==> config.mk <==
export PLATFORM = sky130hd
export DESIGN_NAME = double_ended_queue_flat
export DESIGN_NICKNAME = d
export VERILOG_FILES = /design/src/design/dq_pkg.sv /design/src/design/dq_if.sv /design/src/design/dq_ram.sv /design/src/design/dq_ctrl.sv /design/src/design/double_ended_queue.sv /design/src/flat_wrapper.sv
export SDC_FILE = /design/constraint.sdc
export NUM_CORES = 2
export LEC_CHECK = 0
export BUFFER_PORTS_ARGS = -buffer_cell sky130_fd_sc_hd__buf_4
export CAP_MARGIN = 5
export CORE_MARGIN = 1
export CORE_UTILIZATION = 60
export DETAILED_ROUTE_END_ITERATION = 10
export PLACE_DENSITY_LB_ADDON = 0.3
export SYNTH_ARGS = -nofsm -noshare
export SYNTH_HDL_FRONTEND = slang
export SYNTH_SLANG_ARGS = --single-unit
==> constraint.sdc <==
create_clock -name clk -period 8.6 [get_ports clk]
set_input_delay 2.15 -clock clk [delete_from_list [all_inputs] [get_ports clk]]
set_output_delay 2.15 -clock clk [all_outputs]
set_load 0.05 [all_outputs]
==> src/design/dq_pkg.sv <==
// Shared types, constants and helpers for the double-ended queue.
// No dependencies; every other design file refers to this package by scoped names.
`default_nettype none

package dq_pkg;

  localparam int DEPTH = 64;
  localparam int AW    = (DEPTH > 1) ? $clog2(DEPTH) : 1;
  localparam int CW    = $clog2(DEPTH + 1);
  localparam int AW1   = AW + 1;
  localparam int DW    = 32;

  localparam logic [2:0] OP_PUSH_FRONT = 3'd0;
  localparam logic [2:0] OP_PUSH_BACK  = 3'd1;
  localparam logic [2:0] OP_POP_FRONT  = 3'd2;
  localparam logic [2:0] OP_POP_BACK   = 3'd3;
  localparam logic [2:0] OP_CLEAR      = 3'd4;
  localparam logic [2:0] OP_DUMP       = 3'd5;

  localparam logic [1:0] ST_OK    = 2'd0;
  localparam logic [1:0] ST_EMPTY = 2'd1;
  localparam logic [1:0] ST_FULL  = 2'd2;

  typedef enum logic [1:0] {
    S_IDLE,
    S_POP,
    S_DUMP
  } state_t;

  typedef struct packed {
    logic          en;
    logic          we;
    logic [AW-1:0] addr;
    logic [DW-1:0] wdata;
  } ram_cmd_t;

  // ring position base + off, both below DEPTH
  function automatic logic [AW-1:0] wrap(input logic [AW-1:0] base, input logic [AW-1:0] off);
    logic [AW:0] sum;
    sum = {1'b0, base} + {1'b0, off};
    if (sum >= AW1'(DEPTH)) begin
      sum = sum - AW1'(DEPTH);
    end
    return sum[AW-1:0];
  endfunction

endpackage

`default_nettype wire

==> src/design/dq_if.sv <==
// Request and response channel interfaces of the double-ended queue.
// Depends on dq_pkg for the data width.
`default_nettype none

interface dq_req_if;
  logic                   valid;
  logic                   ready;
  logic [2:0]             func;
  logic signed [dq_pkg::DW-1:0] value;

  modport source (output valid, output func, output value, input ready);
  modport sink   (input valid, input func, input value, output ready);
endinterface

interface dq_rsp_if;
  logic                   valid;
  logic                   ready;
  logic signed [dq_pkg::DW-1:0] result_value;
  logic [1:0]             status;
  logic                   last;

  modport source (output valid, output result_value, output status, output last, input ready);
  modport sink   (input valid, input result_value, input status, input last, output ready);
endinterface

`default_nettype wire

==> src/design/dq_ram.sv <==
// Single-port element store with registered read data.
// Depends on dq_pkg for depth, widths and the command struct.
`default_nettype none

module dq_ram (
  input  wire logic               clk,
  input  wire dq_pkg::ram_cmd_t   cmd,
  output logic [dq_pkg::DW-1:0]   rdata
);

  logic [dq_pkg::DW-1:0] mem [dq_pkg::DEPTH];

  always_ff @(posedge clk) begin
    if (cmd.en) begin
      if (cmd.we) begin
        mem[cmd.addr] <= cmd.wdata;
      end else begin
        rdata <= mem[cmd.addr];
      end
    end
  end

endmodule

`default_nettype wire

==> src/design/dq_ctrl.sv <==
// Sequencer of the double-ended queue: head and count, store commands, result register.
// Depends on dq_pkg and the channel interfaces in dq_if.sv.
`default_nettype none

module dq_ctrl (
  input  wire logic              clk,
  input  wire logic              rst,
  dq_req_if.sink                 req,
  dq_rsp_if.source               rsp,
  output dq_pkg::ram_cmd_t       ram_cmd,
  input  wire logic [dq_pkg::DW-1:0] ram_rdata
);

  dq_pkg::state_t          state, state_next;
  logic [dq_pkg::AW-1:0]   head, head_next;
  logic [dq_pkg::CW-1:0]   count, count_next;
  logic [dq_pkg::AW-1:0]   idx, idx_next;

  logic                    out_valid;
  logic [dq_pkg::DW-1:0]   out_value;
  logic [1:0]              out_status;
  logic                    out_last;

  logic                    load;
  logic [dq_pkg::DW-1:0]   ld_value;
  logic [1:0]              ld_status;
  logic                    ld_last;

  logic                    accept;
  logic                    out_free;
  logic                    is_empty;
  logic                    is_full;
  logic                    dump_last;

  assign out_free  = !out_valid || rsp.ready;
  assign req.ready = (state == dq_pkg::S_IDLE) && out_free;
  assign accept    = req.valid && req.ready;
  assign is_empty  = (count == '0);
  assign is_full   = (count == dq_pkg::CW'(dq_pkg::DEPTH));
  assign dump_last = (({1'b0, idx} + dq_pkg::AW1'(1)) == dq_pkg::AW1'(count));

  assign rsp.valid        = out_valid;
  assign rsp.result_value = out_value;
  assign rsp.status       = out_status;
  assign rsp.last         = out_last;

  always_comb begin
    state_next = state;
    unique case (state)
      dq_pkg::S_IDLE: begin
        if (accept && !is_empty) begin
          if (req.func == dq_pkg::OP_POP_FRONT || req.func == dq_pkg::OP_POP_BACK) begin
            state_next = dq_pkg::S_POP;
          end else if (req.func == dq_pkg::OP_DUMP) begin
            state_next = dq_pkg::S_DUMP;
          end
        end
      end
      dq_pkg::S_POP: begin
        state_next = dq_pkg::S_IDLE;
      end
      dq_pkg::S_DUMP: begin
        if (out_free && dump_last) begin
          state_next = dq_pkg::S_IDLE;
        end
      end
      default: begin
        state_next = dq_pkg::S_IDLE;
      end
    endcase
  end

  always_comb begin
    head_next  = head;
    count_next = count;
    idx_next   = idx;
    ram_cmd    = '0;
    load       = 1'b0;
    ld_value   = '0;
    ld_status  = dq_pkg::ST_OK;
    ld_last    = 1'b1;
    unique case (state)
      dq_pkg::S_IDLE: begin
        if (accept) begin
          case (req.func)
            dq_pkg::OP_PUSH_FRONT, dq_pkg::OP_PUSH_BACK: begin
              load = 1'b1;
              if (is_full) begin
                ld_status = dq_pkg::ST_FULL;
              end else begin
                ram_cmd.en    = 1'b1;
                ram_cmd.we    = 1'b1;
                ram_cmd.wdata = req.value;
                count_next    = count + dq_pkg::CW'(1);
                if (req.func == dq_pkg::OP_PUSH_FRONT) begin
                  head_next = (head == '0) ? dq_pkg::AW'(dq_pkg::DEPTH - 1)
                                           : head - dq_pkg::AW'(1);
                  ram_cmd.addr = head_next;
                end else begin
                  ram_cmd.addr = dq_pkg::wrap(head, count[dq_pkg::AW-1:0]);
                end
              end
            end
            dq_pkg::OP_POP_FRONT, dq_pkg::OP_POP_BACK: begin
              if (is_empty) begin
                load      = 1'b1;
                ld_status = dq_pkg::ST_EMPTY;
              end else begin
                ram_cmd.en = 1'b1;
                count_next = count - dq_pkg::CW'(1);
                if (req.func == dq_pkg::OP_POP_FRONT) begin
                  ram_cmd.addr = head;
                  head_next    = dq_pkg::wrap(head, dq_pkg::AW'(1));
                end else begin
                  ram_cmd.addr = dq_pkg::wrap(head, count_next[dq_pkg::AW-1:0]);
                end
              end
            end
            dq_pkg::OP_CLEAR: begin
              load       = 1'b1;
              ld_status  = is_empty ? dq_pkg::ST_EMPTY : dq_pkg::ST_OK;
              head_next  = '0;
              count_next = '0;
            end
            dq_pkg::OP_DUMP: begin
              if (is_empty) begin
                load      = 1'b1;
                ld_status = dq_pkg::ST_EMPTY;
              end else begin
                ram_cmd.en   = 1'b1;
                ram_cmd.addr = head;
                idx_next     = '0;
              end
            end
            default: begin
            end
          endcase
        end
      end
      dq_pkg::S_POP: begin
        load     = 1'b1;
        ld_value = ram_rdata;
      end
      dq_pkg::S_DUMP: begin
        if (out_free) begin
          load     = 1'b1;
          ld_value = ram_rdata;
          ld_last  = dump_last;
          if (!dump_last) begin
            idx_next     = idx + dq_pkg::AW'(1);
            ram_cmd.en   = 1'b1;
            ram_cmd.addr = dq_pkg::wrap(head, idx_next);
          end
        end
      end
      default: begin
      end
    endcase
  end

  always_ff @(posedge clk) begin
    if (rst) begin
      state     <= dq_pkg::S_IDLE;
      head      <= '0;
      count     <= '0;
      out_valid <= 1'b0;
    end else begin
      state <= state_next;
      head  <= head_next;
      count <= count_next;
      if (load) begin
        out_valid <= 1'b1;
      end else if (rsp.ready) begin
        out_valid <= 1'b0;
      end
    end
  end

  always_ff @(posedge clk) begin
    idx <= idx_next;
    if (load) begin
      out_value  <= ld_value;
      out_status <= ld_status;
      out_last   <= ld_last;
    end
  end

  a_count_bound: assert property (@(posedge clk) disable iff (rst)
    count <= dq_pkg::CW'(dq_pkg::DEPTH))
    else $error("element count above depth");

  a_pop_slot_free: assert property (@(posedge clk) disable iff (rst)
    state == dq_pkg::S_POP |-> !out_valid)
    else $error("pop result would overwrite a pending response");

  a_push_counts: assert property (@(posedge clk) disable iff (rst)
    accept && (req.func == dq_pkg::OP_PUSH_FRONT || req.func == dq_pkg::OP_PUSH_BACK)
      && !is_full |=> count == $past(count) + dq_pkg::CW'(1))
    else $error("push did not advance the count");

  a_dump_index: assert property (@(posedge clk) disable iff (rst)
    state == dq_pkg::S_DUMP |-> dq_pkg::AW1'(idx) < dq_pkg::AW1'(count))
    else $error("dump index past the held range");

endmodule

`default_nettype wire

==> src/design/double_ended_queue.sv <==
// Bounded double-ended queue of signed 32-bit values on a ring-buffer element store.
// Push and pop at either end, clear, and a front-to-back dump of the content. A push,
// a clear, a failed pop and an empty dump load the response register on acceptance; an
// unused code is accepted and gives no response. A popped element is first read from
// the single-port store, then loaded into the response register. A dump gives one
// result a cycle while the sink takes them, paced by the store read that feeds each
// result. Requests are taken when the sequencer is idle and the response register is
// free or being drained. The store needs no clearing pass after reset; only entries
// inside the held range are read. Depends on dq_pkg, dq_if.sv, dq_ram and dq_ctrl.
`default_nettype none

module double_ended_queue (
  input  wire logic clk,
  input  wire logic rst,
  dq_req_if.sink    req,
  dq_rsp_if.source  rsp
);

  dq_pkg::ram_cmd_t      ram_cmd;
  logic [dq_pkg::DW-1:0] ram_rdata;

  dq_ctrl u_ctrl (
    .clk       (clk),
    .rst       (rst),
    .req       (req),
    .rsp       (rsp),
    .ram_cmd   (ram_cmd),
    .ram_rdata (ram_rdata)
  );

  dq_ram u_ram (
    .clk   (clk),
    .cmd   (ram_cmd),
    .rdata (ram_rdata)
  );

endmodule

`default_nettype wire

==> src/flat_wrapper.sv <==
// flat-port wrapper written by rule: the top's interface ports become plain ports
module double_ended_queue_flat 
  (clk, rst, req_valid, req_func, req_value, req_ready, rsp_valid, rsp_result_value, rsp_status, rsp_last, rsp_ready);
  dq_req_if req_i ();
  dq_rsp_if rsp_i ();
  input  wire logic clk;
  input  wire logic rst;
  input wire logic [$bits(req_i.valid)-1:0] req_valid;
  input wire logic [$bits(req_i.func)-1:0] req_func;
  input wire logic [$bits(req_i.value)-1:0] req_value;
  output wire logic [$bits(req_i.ready)-1:0] req_ready;
  output wire logic [$bits(rsp_i.valid)-1:0] rsp_valid;
  output wire logic [$bits(rsp_i.result_value)-1:0] rsp_result_value;
  output wire logic [$bits(rsp_i.status)-1:0] rsp_status;
  output wire logic [$bits(rsp_i.last)-1:0] rsp_last;
  input wire logic [$bits(rsp_i.ready)-1:0] rsp_ready;
  assign req_i.valid = req_valid;
  assign req_i.func = req_func;
  assign req_i.value = req_value;
  assign req_ready = req_i.ready;
  assign rsp_valid = rsp_i.valid;
  assign rsp_result_value = rsp_i.result_value;
  assign rsp_status = rsp_i.status;
  assign rsp_last = rsp_i.last;
  assign rsp_i.ready = rsp_ready;
  double_ended_queue u_core (.clk(clk), .rst(rst), .req(req_i), .rsp(rsp_i));
endmodule
==> results.md <==
* Fillers at 8727
* Crit Path Max Fanout at 92
* First-pass GRT wire length at 318000 um
* Final Worst Setup Slack at 1.72 ns
* Max-cap violation count at 0
* Max clock buf depth at 3
* Vias per cell at 6.72
* P per Cell Area at 287 mW/mm^2
* Clk_lat worst skew at 0.86 ns
* Crit start category: primary input
* Critical R2R Launch: u_core.u_ctrl.count[0]
* HP Class: flip-flop to flip-flop
* Number of DRC markers in iteration 0 at 7155
* Synth Instances at 5046
* Net count after synthesis at 5116
* Final Max Slew Viols at 0
* CTS tree: built
* Post-synthesis sequential area ratio at 76.2%
* Total number of vias at 48.7k
* Hold Fails Final Rpt at 0
* Top Ports at 76
* CTS buffer count at 200
* Final GP Congestion at 0.898
* Post-synth EDFFs at 2121
* Async S/R FF share, synth at 0%
* Grt total ovfl at 0
* Worst-Margin Slew at 1.38 ns
* Largest net degree at the start of global routing at 99
* Pre-CTS setup slack at 1.05 ns
* Pre-antenna DRT Iters at 6
* Peak supply drop at 0.298 mV
* Crit path capture type: flip-flop
* Max-slew headroom at 7.78%
* Fmax at 145 MHz
* Number of clock sinks at 2137
* Post-route clock skew at 0.0347 ns
* PortBufs at 75
* Synth unique cells at 76
* Hold-fix buffers, CTS at 0
* Layout Nets at 5289
* Commonest non-fill, non-tap cell in the layout: edfxtp_1
* Layout cells sized above 1 at 13.0%
* R2R cell count at 16
* Hold Path Origin: u_core.u_ctrl.state[1]
* CTS resizes at 0
* Final hold slack at 0.509 ns
* Setup Viol. Count Final at 0
* Final cycle utilization of the critical path at 80.0%
* Outcome: finished clean
* CP Data Required Time at 9.11 ns
* Depth of the CTS H-tree at 4
* Drc violations at 0
* Area grow syn2layout at 12.4%
* Critical path arrival at 7.39 ns
* TNS Setup at 0 ns
* Tmin final at 6.88 ns
* Die ar. at 0.142 sq mm
* Post-DP HPWL at 123000 um
* Chip Height at 376 um
* Hold Path Cell Cnt at 2
* WL/cell at 30.5 um
* Core Area at 0.138 sq mm
* CTS clock-pin slew for the worst setup and hold paths at 0.06 ns
* Vias in the first global route at 47.3k
* Initial antenna violation count at 6
* Die Wd at 376 um
* FP Rows at 136
* CP startpoint: req_func[2]
* Initial Utilization at 60.8%
* Syn Area/Cell at 16.7 sq um
* Most frequent cells in the layout: 2121 x edfxtp_1, 786 x mux2i_1, 351 x o22ai_1
* DP Area at 0.0880 sq mm
* Mapped cell area at 0.0840 sq mm
* RSZ-0062 raised after global routing: no
* CTS Root Cell: clkbuf_16
* Final design instance area without fill at 0.0944 sq mm
* Seq cells post-synth at 2137
* Leakage power at 0.0350 uW
* Routed wire length at 221000 um
* Postcts setup bufs at 0
* All-layer global routing usage at 31.2%
* Most common flop cell mapped by yosys: edfxtp_1
* Syn. warnings at 0
* WS Path Type: primary input to flip-flop
* Antenna Nets Post-Route at 0
==> power by group <==
| part | internal, uW | switching, uW | total, uW | leakage, uW |
|---|---|---|---|---|
| clock network | 4860 | 3790 | 8650 | 0.00313 |
| logic | 2280 | 4300 | 6580 | 0.0121 |
| registers | 11800 | 111 | 11900 | 0.0197 |
| total | 18900 | 8200 | 27100 | 0.0350 |
==> worst max-delay path, stage by stage <==
cell      delay (ns)
buf_4           0.15
inv_1           0.11
ha_1            0.44
and4bb_2        0.38
o21ai_0         0.14
a211oi_1        0.11
a311oi_1        0.52
and2_4          0.95
buf_12          0.45
mux2i_1         0.29
o22ai_1         0.10
o311ai_0        0.99
nand4_1         0.35
==> through the flow <==
step	utilization (%)	power, uW	std cells
after floorplan	-	16600	5046
after global placement	63.7	18500	6877
after detailed placement	63.7	18600	6878
after CTS	68.3	27100	7248
after global routing	68.4	27900	7250
final	68.4	27100	7251
==> per-layer routing <==
metal / routed length [um] / vias to the layer above / track usage [%]
met1: 82400 / 24483 / 43.0
li1: - / 20442 / -
met4: 10400 / 6 / 14.5
met5: 36 / - / 0
met3: 25100 / 484 / 5.94
met2: 103000 / 3315 / 48.7
==> flip-flops by register name, indices dropped and copies added, names as in the netlist <==
signal and count:
u_core.u_ctrl.state 2, u_core.u_ram.mem 2048, u_core.u_ctrl.rsp.last 1, u_core.u_ctrl.rsp.status 2
u_core.u_ctrl.rsp.valid 1, u_core.u_ctrl.count 7, u_core.u_ctrl.idx 6, u_core.u_ram.rdata 32
u_core.u_ctrl.rsp.result_value 32, u_core.u_ctrl.head 6
==> synth_stat cells (3+ instances only) <==
cell type	instances	area share (%)
a211o_1	4	0.042
a211oi_1	8	0.071
a21o_1	8	0.071
a21oi_1	175	1.0
a221oi_1	64	0.67
a22o_1	3	0.031
a22oi_1	40	0.36
a311oi_1	6	0.063
a31oi_1	3	0.022
and2_1	74	0.55
and3_1	37	0.28
buf_1	20	0.089
buf_2	86	0.51
buf_4	62	0.55
buf_6	6	0.080
clkbuf_1	134	0.60
clkbuf_4	3	0.027
dfxtp_1	16	0.38
edfxtp_1	2121	76
fa_1	3	0.071
ha_1	28	0.42
inv_1	20	0.089
mux2i_1	786	9.4
nand2_1	322	1.4
nand2b_1	6	0.045
nand3_1	24	0.14
nand4_1	34	0.25
nor2_1	192	0.86
nor2b_1	6	0.045
nor3_1	10	0.060
nor4_1	9	0.067
o211ai_1	3	0.027
o21ai_0	142	0.85
o221ai_1	34	0.35
o22ai_1	351	2.6
o311ai_0	57	0.59
o311ai_1	5	0.052
or3_1	4	0.030
or4_1	65	0.58
xnor2_1	23	0.24
xor2_1	9	0.094
==> area by class of cell <==
type / count / area, sq um / share of cell area (%)
repair buffers: 283 / 2590 / 2.74
clock buffers: 231 / 5140 / 5.44
well taps: 1863 / 2330 / 2.47
inverters: 23 / 86.3 / 0.0914
diodes: 1 / 2.50 / 0.00265
flip-flops and latches: 2137 / 64000 / 67.8
multi-input cells: 2574 / 19000 / 20.1
clock inverters: 139 / 1270 / 1.34
==> worst paths after layout <==
| check | end | slack (ns) |
|---|---|---|
| worst max-delay path | u_core.u_ram.rdata[3] | 1.72 |
| worst min-delay path | u_core.u_ctrl.state[1] | 0.51 |
| worst max register to register | u_core.u_ram.mem[15][19] | 2.54 |
| worst min register to register | u_core.u_ctrl.state[1] | 0.51 |
==> cell families (layout without fill, tap and decap cells) <==
| group | Yosys count | in the layout | share of synthesized area [%] |
|---|---|---|---|
| adder cells (fa/ha/maj) | 31 | 31 | 0.488 |
| AO/OA/AOI/OAI | 925 | 925 | 7.12 |
| other | 0 | 1 | 0 |
| XOR/XNOR | 33 | 33 | 0.360 |
| multiplexers | 786 | 786 | 9.36 |
| flip-flops | 2137 | 2137 | 76.2 |
| buffers and inverters | 335 | 676 | 1.97 |
| AND/OR/NAND/NOR | 799 | 799 | 4.52 |
No activity file was read; power rests on OpenSTA's default activity.
